<file path="src/sv/text_console_cursor_engine_defines.svh">
// Assertion macros for the text console cursor engine.
// Included by the top level; depends on clk and rst_n in the including module.
`ifndef TEXT_CONSOLE_CURSOR_ENGINE_DEFINES_SVH
`define TEXT_CONSOLE_CURSOR_ENGINE_DEFINES_SVH
`ifndef ASSERT_OFF
`define TCCE_ASSERT(lbl, cond, msg) \
  lbl: assert property (@(posedge clk) disable iff (!rst_n) (cond)) else $error(msg);
`define TCCE_ASSERT_NEXT(lbl, pre, post, msg) \
  lbl: assert property (@(posedge clk) disable iff (!rst_n) (pre) |=> (post)) else $error(msg);
`else
`define TCCE_ASSERT(lbl, cond, msg)
`define TCCE_ASSERT_NEXT(lbl, pre, post, msg)
`endif
`endif

</file>
<file path="src/sv/tcce_pkg.sv">
// Types and constants of the text console cursor engine.
// No dependencies; imported by the top level.
package tcce_pkg;

  localparam int TEXT_COLUMNS_DEF = 21;
  localparam int TEXT_ROWS_DEF    = 8;
  localparam int GLYPH_WIDTH_DEF  = 6;

  // Control characters.
  localparam logic [7:0] CHAR_NUL = 8'd0;
  localparam logic [7:0] CHAR_TAB = 8'd9;
  localparam logic [7:0] CHAR_LF  = 8'd10;
  localparam logic [7:0] CHAR_CR  = 8'd13;

  // Configuration register indexes.
  localparam logic [1:0] CFG_IDX_CONTINUOUS   = 2'd0;
  localparam logic [1:0] CFG_IDX_START_COLUMN = 2'd1;
  localparam logic [1:0] CFG_IDX_START_ROW    = 2'd2;

  typedef struct packed {
    logic [7:0] char_code;
    logic       string_start;
  } tcce_in_t;

  typedef struct packed {
    logic        draw_valid;
    logic [7:0]  scroll_lines;
    logic [6:0]  pixel_column;
    logic [2:0]  page_row;
    logic [7:0]  glyph_code;
    logic [4:0]  cursor_column;
    logic [15:0] cursor_row;
  } tcce_out_t;

endpackage

</file>
<file path="src/sv/text_console_cursor_engine.sv">
// Latency: a request's result is valid in the cycle after it is accepted.
// Throughput: one request per cycle while out_ready is high; the cursor state and
// the output register are both updated in the accepting cycle, so the output
// register alone sets the rate, and it is refilled in the same cycle it is read.
// Reset (rst_n low, synchronous): cursor at column 0, row 0, newline allowed,
// no pending scrolls, all configuration registers 0, output empty.
`include "text_console_cursor_engine_defines.svh"

module text_console_cursor_engine
  import tcce_pkg::*;
#(
  parameter int TEXT_COLUMNS = TEXT_COLUMNS_DEF,
  parameter int TEXT_ROWS    = TEXT_ROWS_DEF,
  parameter int GLYPH_WIDTH  = GLYPH_WIDTH_DEF
) (
  input  logic      clk,
  input  logic      rst_n,
  input  logic      in_valid,
  output logic      in_ready,
  input  tcce_in_t  in_payload,
  output logic      out_valid,
  input  logic      out_ready,
  output tcce_out_t out_payload,
  input  logic      cfg_valid,
  output logic      cfg_ready,
  input  logic [1:0] cfg_index,
  input  logic [4:0] cfg_data
);

  localparam logic [4:0]  LAST_COL = 5'(TEXT_COLUMNS - 1);
  localparam logic [5:0]  NUM_COLS = 6'(TEXT_COLUMNS);
  localparam logic [15:0] LAST_ROW = 16'(TEXT_ROWS - 1);
  localparam logic [7:0]  GLYPH_W  = 8'(GLYPH_WIDTH);

  logic        continuous_r;
  logic [4:0]  start_col_r;
  logic [2:0]  start_row_r;

  logic [4:0]  col_r, col_nxt;
  logic [15:0] row_r, row_nxt;
  logic        nl_ok_r, nl_ok_nxt;
  logic [7:0]  pend_r, pend_nxt;

  logic        out_valid_r;
  tcce_out_t   out_r, out_nxt;

  logic        in_fire;
  logic        load;
  logic        is_draw;
  logic [4:0]  col0;
  logic [15:0] row0;
  logic [15:0] row_dn;
  logic        row_dn_past;
  logic [7:0]  pend_dn;
  logic [5:0]  tab_col;
  logic [5:0]  adv_col;
  logic [7:0]  pix_full;
  logic [15:0] page_full;

  assign cfg_ready = 1'b1;
  assign in_ready  = !out_valid_r || out_ready;
  assign in_fire   = in_valid && in_ready;
  assign out_valid = out_valid_r;
  assign out_payload = out_r;

  always_ff @(posedge clk) begin
    if (!rst_n) begin
      continuous_r <= 1'b0;
      start_col_r  <= 5'd0;
      start_row_r  <= 3'd0;
    end else if (cfg_valid) begin
      unique case (cfg_index)
        CFG_IDX_CONTINUOUS:   continuous_r <= cfg_data[0];
        CFG_IDX_START_COLUMN: start_col_r  <= cfg_data;
        CFG_IDX_START_ROW:    start_row_r  <= cfg_data[2:0];
        default: ;
      endcase
    end
  end

  // Cursor as seen by this character, after a possible string-start reload.
  assign load = in_payload.string_start && !continuous_r;
  assign col0 = !load ? col_r : ((start_col_r > LAST_COL) ? LAST_COL : start_col_r);
  assign row0 = load ? {13'd0, start_row_r} : row_r;

  // One row down, saturating; a move below the last row counts a scroll.
  assign row_dn      = (row0 == 16'hFFFF) ? row0 : row0 + 16'd1;
  assign row_dn_past = row_dn > LAST_ROW;
  assign pend_dn     = (row_dn_past && pend_r != 8'hFF) ? pend_r + 8'd1 : pend_r;

  assign tab_col   = {({1'b0, col0[4:2]} + 4'd1), 2'b00};
  assign adv_col   = {1'b0, col0} + 6'd1;
  assign pix_full  = {3'd0, col0} * GLYPH_W;
  assign page_full = (row0 > LAST_ROW) ? LAST_ROW : row0;

  always_comb begin
    col_nxt   = col0;
    row_nxt   = row0;
    nl_ok_nxt = nl_ok_r;
    pend_nxt  = pend_r;
    is_draw   = 1'b0;
    unique case (in_payload.char_code)
      CHAR_NUL: ;
      CHAR_CR:  col_nxt = 5'd0;
      CHAR_LF: begin
        nl_ok_nxt = 1'b1;
        if (nl_ok_r) begin
          row_nxt  = row_dn;
          pend_nxt = pend_dn;
        end
      end
      CHAR_TAB: begin
        nl_ok_nxt = 1'b1;
        if (tab_col >= {1'b0, LAST_COL}) begin
          col_nxt  = 5'd0;
          row_nxt  = row_dn;
          pend_nxt = pend_dn;
        end else begin
          col_nxt = tab_col[4:0];
        end
      end
      default: begin
        // Pending scrolls go out with the draw; a wrap starts a fresh count.
        is_draw   = 1'b1;
        nl_ok_nxt = 1'b1;
        pend_nxt  = 8'd0;
        if (adv_col >= NUM_COLS) begin
          col_nxt   = 5'd0;
          nl_ok_nxt = 1'b0;
          row_nxt   = row_dn;
          pend_nxt  = {7'd0, row_dn_past};
        end else begin
          col_nxt = adv_col[4:0];
        end
      end
    endcase

    out_nxt.draw_valid    = is_draw;
    out_nxt.scroll_lines  = is_draw ? pend_r : 8'd0;
    out_nxt.pixel_column  = is_draw ? pix_full[6:0] : 7'd0;
    out_nxt.page_row      = is_draw ? page_full[2:0] : 3'd0;
    out_nxt.glyph_code    = is_draw ? in_payload.char_code : 8'd0;
    out_nxt.cursor_column = col_nxt;
    out_nxt.cursor_row    = row_nxt;
  end

  always_ff @(posedge clk) begin
    if (!rst_n) begin
      col_r       <= 5'd0;
      row_r       <= 16'd0;
      nl_ok_r     <= 1'b1;
      pend_r      <= 8'd0;
      out_valid_r <= 1'b0;
    end else begin
      if (in_fire) begin
        col_r       <= col_nxt;
        row_r       <= row_nxt;
        nl_ok_r     <= nl_ok_nxt;
        pend_r      <= pend_nxt;
        out_valid_r <= 1'b1;
      end else if (out_ready) begin
        out_valid_r <= 1'b0;
      end
    end
  end

  always_ff @(posedge clk) begin
    if (in_fire) begin
      out_r <= out_nxt;
    end
  end

  `TCCE_ASSERT(a_col_in_range, col_r <= LAST_COL, "column cursor out of range")
  `TCCE_ASSERT(a_no_draw_zero,
    !out_valid_r || out_r.draw_valid ||
    (out_r.scroll_lines == 8'd0 && out_r.pixel_column == 7'd0 && out_r.glyph_code == 8'd0),
    "undrawn result carries glyph data")
  `TCCE_ASSERT_NEXT(a_draw_flush, in_fire && is_draw,
    out_valid_r && out_r.draw_valid && pend_r <= 8'd1,
    "pending scrolls not released on draw")

endmodule

</file>
<file path="config.mk">
export PLATFORM = sky130hd
export DESIGN_NAME = text_console_cursor_engine
export DESIGN_NICKNAME = d
export VERILOG_FILES = /design/src/sv/tcce_pkg.sv /design/src/sv/text_console_cursor_engine.sv
export VERILOG_INCLUDE_DIRS = /design/src /design/src/sv
export SDC_FILE = /design/constraint.sdc
export NUM_CORES = 1
export LEC_CHECK = 0
export ABC_CLOCK_PERIOD_IN_PS = 5400
export CORE_MARGIN = 1
export CORE_UTILIZATION = 40
export CTS_CLUSTER_DIAMETER = 150
export CTS_CLUSTER_SIZE = 28
export DETAILED_ROUTE_END_ITERATION = 8
export DONT_BUFFER_PORTS = 1
export PLACE_DENSITY = 0.52
export SLEW_MARGIN = 25
export SYNTH_ARGS = -nofsm -noshare
export SYNTH_HDL_FRONTEND = slang
export SYNTH_SLANG_ARGS = --single-unit
</file>
<file path="constraint.sdc">
create_clock -name clk -period 5.4 [get_ports clk]
set_input_delay 1.08 -clock clk [delete_from_list [all_inputs] [get_ports clk]]
set_output_delay 1.08 -clock clk [all_outputs]
set_load 0.01 [all_outputs]
</file>
* Word-level counts from Yosys, hierarchy flattened
Index checks and enable logic that the tools add are counted.
** Word-level totals
- Output and inout port bits :: 51
- Register bits after elaboration :: 88
- Word-level logic and storage cells :: 76
- Bits of input ports :: 21
** Operators by class
- Eq/ne operators :: 9
- $add $sub $neg :: 4
- Bitwise logic cells :: 1
- Muxes and demuxes :: 22
- Magnitude comparators :: 5
- Reductions and logical operators :: 18
- Multiply operators :: 1
** Operators by type and width (number)
- $mux W16 :: 5
- $pmux W16 S3 :: 1
- $gt A16 B3 Y1 const B :: 2
- $eq A8 B4 Y1 const B :: 3
- $mux W8 :: 3
- $pmux W8 S3 :: 1
- $mux W5 :: 4
- $add A16 B1 Y16 const B :: 1
- $eq A16 B16 Y1 const B :: 1
- $pmux W5 S3 :: 1
- $ge A6 B5 Y1 const B :: 2
- $add A8 B1 Y8 const B :: 1
- $logic_not A8 Y1 :: 1
- $ne A8 B8 Y1 const B :: 1
- $reduce_and A2 Y1 :: 4
- $add A5 B1 Y6 const B :: 1
- $mul A5 B2 Y6 const B :: 1
- $reduce_or A2 Y1 :: 3
- $gt A5 B5 Y1 const B :: 1
- $mux W1 :: 5
- $add A3 B1 Y4 const B :: 1
- $ne A2 B2 Y1 const B :: 2
- $reduce_and A4 Y1 :: 1
- $reduce_or A4 Y1 :: 1
- other kinds (10) :: 13

* Logic depth before layout (Yosys ltp)
- Depth in word-level cells :: 10
- Depth in mapped cells :: 17
- Gate-level depth less buffers :: 13

* Worst setup path before layout
OpenSTA, ideal clock, no wires.
- Kind :: input to register
- From :: input in_payload[0] (netlist bit)
- To :: register pend_r[7]
- Arrival time :: 4.249 ns
- Library setup time :: 0.122 ns
- Slack :: 1.029 ns
- Stages on the path :: 15
- Path buffers :: 3
- Required time :: 5.278 ns
- Path through :: nor2b_1 buf_4 buf_1 mux2i_1 inv_1 ha_1 nand3_2 or4_1 o41ai_1 o221a_1 nor4b_1 and3_1 buf_6 nor4b_2 a221o_1
** Between the ends
- Longest elaborated chain between the ends :: 9
- Elaborated cells on any way between the ends :: 16
- Those cells by class :: add/sub (2); order compare (2); eq/ne (2); mux (7); reduce/logical (3)
** RTL lines
- start: declaration :: RTL line text_console_cursor_engine.sv:20 : input tcce_in_t in_payload,
- $logic_and A1 B1 Y1 * :: RTL line text_console_cursor_engine.sv:82 : assign load = in_payload.string_start && !continuous_r;
- $mux W16 :: RTL line text_console_cursor_engine.sv:84 : assign row0 = load ? {13'd0, start_row_r} : row_r;
- $add A16 B1 Y16 / $eq A16 B16 Y1 (equally long branches) :: RTL line text_console_cursor_engine.sv:87 : assign row_dn = (row0 == 16'hFFFF) ? row0 : row0 + 16'd1;
- $mux W16 :: RTL line text_console_cursor_engine.sv:87
- $gt A16 B3 Y1 :: RTL line text_console_cursor_engine.sv:88 : assign row_dn_past = row_dn > LAST_ROW;
- $logic_and A1 B1 Y1 :: RTL line text_console_cursor_engine.sv:89 : assign pend_dn = (row_dn_past && pend_r != 8'hFF) ? pend_r + 8'd1 : pend_r;
- $mux W8 :: RTL line text_console_cursor_engine.sv:89
- $mux W8, on equally long branches :: RTL line text_console_cursor_engine.sv:114, text_console_cursor_engine.sv:107
- $pmux W8 S3 :: RTL line text_console_cursor_engine.sv:102 : unique case (in_payload.char_code)
- end signal: assignment :: RTL line text_console_cursor_engine.sv:159 : pend_r <= pend_nxt;
- end: declaration :: RTL line text_console_cursor_engine.sv:42 : logic [7:0] pend_r, pend_nxt;
Every way passes the cells marked *; elsewhere a longest branch is shown, timed or not. The select of a mux whose other input is x is not followed.
A chain may end at the register's enable or synchronous reset.

* Worst setup path after layout
- From :: input in_payload[0] (netlist bit)
- To :: register row_r[15]
** Between the ends
- Longest elaborated chain between the ends :: 6
- Elaborated cells on any way between the ends :: 14
- Those cells by class :: add/sub (3); order compare (2); eq/ne (1); mux (7); reduce/logical (1)
** RTL lines
- $logic_and A1 B1 Y1 * :: RTL line text_console_cursor_engine.sv:82
- $mux W5 / $mux W16 (equally long branches) :: RTL line text_console_cursor_engine.sv:83, text_console_cursor_engine.sv:84
- $add A5 B1 Y6 (tied with other cells) :: RTL line text_console_cursor_engine.sv:92 : assign adv_col = {1'b0, col0} + 6'd1;
- $ge A6 B5 Y1 (tied with other cells) :: RTL line text_console_cursor_engine.sv:127 : if (adv_col >= NUM_COLS) begin
- $mux W16, on equally long branches :: RTL line text_console_cursor_engine.sv:127, text_console_cursor_engine.sv:107, text_console_cursor_engine.sv:114
- $pmux W16 S3 * :: RTL line text_console_cursor_engine.sv:102
- end signal: assignment :: RTL line text_console_cursor_engine.sv:157 : row_r <= row_nxt;
- end: declaration :: RTL line text_console_cursor_engine.sv:40 : logic [15:0] row_r, row_nxt;
Every way passes the cells marked *; elsewhere a longest branch is shown, timed or not.

==> results.md <==
* Buf/Inv on CP at 2
* Initial detailed-routing violation count at 173
* CTS H-tree lvls at 3
* Headroom to the max-slew limit at 0.4127
* FF-to-FF path depth at 13
* Die Footprint at 12750 um^2
* Share of layout cells above drive strength 1 at 0.07115
* Synth top area cells: edfxtp_1 (29%), dfxtp_1 (16%), nand2_1 (4.0%)
* DR WL/cell at 17.30 um
* Tot GR Track Use at 0.1841
* CP Launch Point: in_payload[0]
* Number of synthesized flops with an enable pin at 47
* Cells after Synth at 517
* Max stage delay on crit path at 0.56 ns
* Cell taking the most area after synthesis: edfxtp_1
* Clock Pin Slew Worst Setup and Hold Paths at 0.06 ns
* Initial antenna violation count at 0
* Fillers at 1170
* Post-synthesis register bit count at 87
* Library cells used by synthesis at 68
* Hold path startpoint: nl_ok_r
* CTS tree: built
* Syn Area/Cell at 9.521 um^2
* GPL Wtd Cong at 0.8306
* CP Max Fanout at 13
* CTS root buf: clkbuf_16
* Ports at 72
* Data required time of the worst path at 5.66 ns
* CTS max path bufs at 2
* Setup_tns at 0 ns
* Vias in the first global route at 3542
* Slew @ Worst Pin at 0.8756 ns
* Final hold vios at 0
* Die Span X at 112.9 um
* First-pass GRT wire length at 18340 um
* Nets at 532
* Most frequent cell after synthesis: nand2_1
* Post-cts sizing count at 0
* Power Dens Cells at 290.4 nW/um^2
* P_int at 1174 uW
* Worst Path Class, Setup: in2reg
* Worst Clk Skew at 0.008051 ns
* Worst VDD drop at 0.0001181 V
* Sink Count at 87
* First-pass detailed-route iteration total at 4
* TritonCTS Buffers at 9
* Mapped Nets at 548
* Hold Path Cell Cnt at 2
* Final worst slack at 1.010 ns
* Drt via density at 5.799
* MaxCap Viol Count at 0
* Layout area overhead at 7.575%
* Critical-path top delay cell: mux2i_1
* Netlist Area Pre-Place at 4922 um^2
* Seq/Total Area, Yosys at 0.4494
* Sequential power share at 0.493
* Critical path, cell by cell: nor2b_2 > mux2i_1 > inv_1 > ha_1 > and4b_1 > a32o_1 > xnor2_1 > a22oi_1 > a22oi_2 > buf_6 > nand3_1 > or4_1 > a21oi_1
* Die height at 112.9 um
* Hold buffers post-CTS at 0
* Hold Path Sink: nl_ok_r
* Row count at 40
* CP top delay family: compound AO/OA/AOI/OAI gates
* Core area at 12010 um^2
* Number of setup buffers added after CTS at 0
* Post-synth top cells: nand2_1 (53), edfxtp_1 (47), nor2_1 (41), dfxtp_1 (40), a21oi_1 (31)
* Final min period at 4.390 ns
* Outcome: completed
* Main synth FF type: edfxtp_1
* Yosys top cell area share at 0.2867
* Critical Path Start Type: input port
* Final WL at 11300 um
* Setup crit end kind: register
* Period utilization at 0.8129
* Pre-CTS WS at 0.3537 ns
* Final ANT Viol Nets at 0
* Antenna cells at 0
* Largest net degree at the start of global routing at 27
* Ys Warns at 0
* Reg2reg end: row_r[15]
* Async SR Flop Fraction at 0
* DRC Markers at 0
* Worst skew pair latency at 0.35 ns
* Slew Limit Fails at 0
* Hold Path Class: reg2reg
* Via Count at 3787
* Detailed Place HPWL at 7709 um
* RSZ-0062 raised after global routing: false
* Max Fclk at 227.8 MHz
* Crit path DAT at 4.65 ns
* Pleak at 0.002080 uW
* Clock power share at 0.437
* Sw Share at 0.2367
* Initial Utilization at 0.4098
* GRT overflow at 0
* R2r setup slk at 1.38 ns
* Worst R2R Start: continuous_r
* Number of port buffers at 0
* Setup-failing EPs final at 0
* Comb pwr share at 0.070
* Switching pwr at 363.9 uW
## state kept, by name, indices dropped and copies added, names as in the netlist
name	count
out_payload	47
row_r	16
pend_r	8
col_r	5
start_col_r	5
start_row_r	3
continuous_r	1
nl_ok_r	1
out_valid	1
## power by group through the flow
stage                     combinational (uW)  clock [uW]  sequential, uW
after CTS                                109         694             758
after detailed placement                 108           0             772
final                                    108         673             757
after floorplan                         87.3           0             768
after global routing                     120         719             760
after global placement                   107           0             772
## layout by cell type, fill, tap and decap left out, types with 10 or more instances in the layout
master    count
inv_1        15
o21ai_0      15
xnor2_1      12
dfxtp_1      40
nor2_1       41
nand2_1      53
a21oi_1      31
nand4_1      10
nand3_1      25
edfxtp_1     47
mux2i_1      19
and3_1       16
and2_1       19
## worst max path at each step
stage	endpoint	slack, ns	depth (start not counted)
finish	row_r[15]	1.01	13
global route	row_r[11]	0.79	13
CTS	row_r[3]	0.69	12
detailed placement	row_r[3]	0.35	12
global placement	row_r[3]	0.49	12
floorplan	pend_r[7]	1.03	15
## logic make-up after synthesis
group | Yosys count | share of synthesized area
fa+ha+maj | 10 | 0.02695
xor+xnor | 20 | 0.03559
flops | 87 | 0.4494
compound gates | 112 | 0.1589
mux | 22 | 0.04779
simple gates | 214 | 0.2308
buf+inv | 50 | 0.04906
other cells | 2 | 0.001526
## worst register-to-register path: stages (launching register included)
cell	delay [ns]
dfxtp_1	0.35
nor2b_2	0.28
mux2i_1	0.56
inv_1	0.20
ha_1	0.28
and4b_1	0.20
a32o_1	0.24
xnor2_1	0.20
a22oi_1	0.19
a22oi_2	0.47
buf_6	0.23
nand3_1	0.14
or4_1	0.42
a21oi_1	0.16
## metal layers
metal,global-route usage,wire length (um),part of all wire
met5,0,0,0
met1,0.2477,5529,0.49
met3,0.04606,504,0.045
met4,0.07018,135,0.012
met2,0.2856,5126,0.45
## stage by stage
step	area, um^2	hold slack, ns	power (uW)	cells	util
floorplan	4922	0.4432	855.4	517	-
global placement	4969	0.4569	879.0	636	0.4136
detailed placement	4969	0.4735	879.9	636	0.4136
CTS	5284	0.4944	1561	652	0.4399
global route	5295	0.5044	1600	653	0.4408
finish	5295	0.4901	1538	653	0.4408
## area by class of cell
class                      instances  area (um^2)  share of cell area
tap                              147        183.9             0.03474
sequential                        87         2212              0.4178
multi-input combinational        380         2471              0.4667
inverter                          17        63.81             0.01205
clock inverter                     5        82.58             0.01560
clock buffer                      11        232.7             0.04395
timing repair buffer               6        48.80            0.009215
Note: power is estimated with default switching activity, not from simulation.
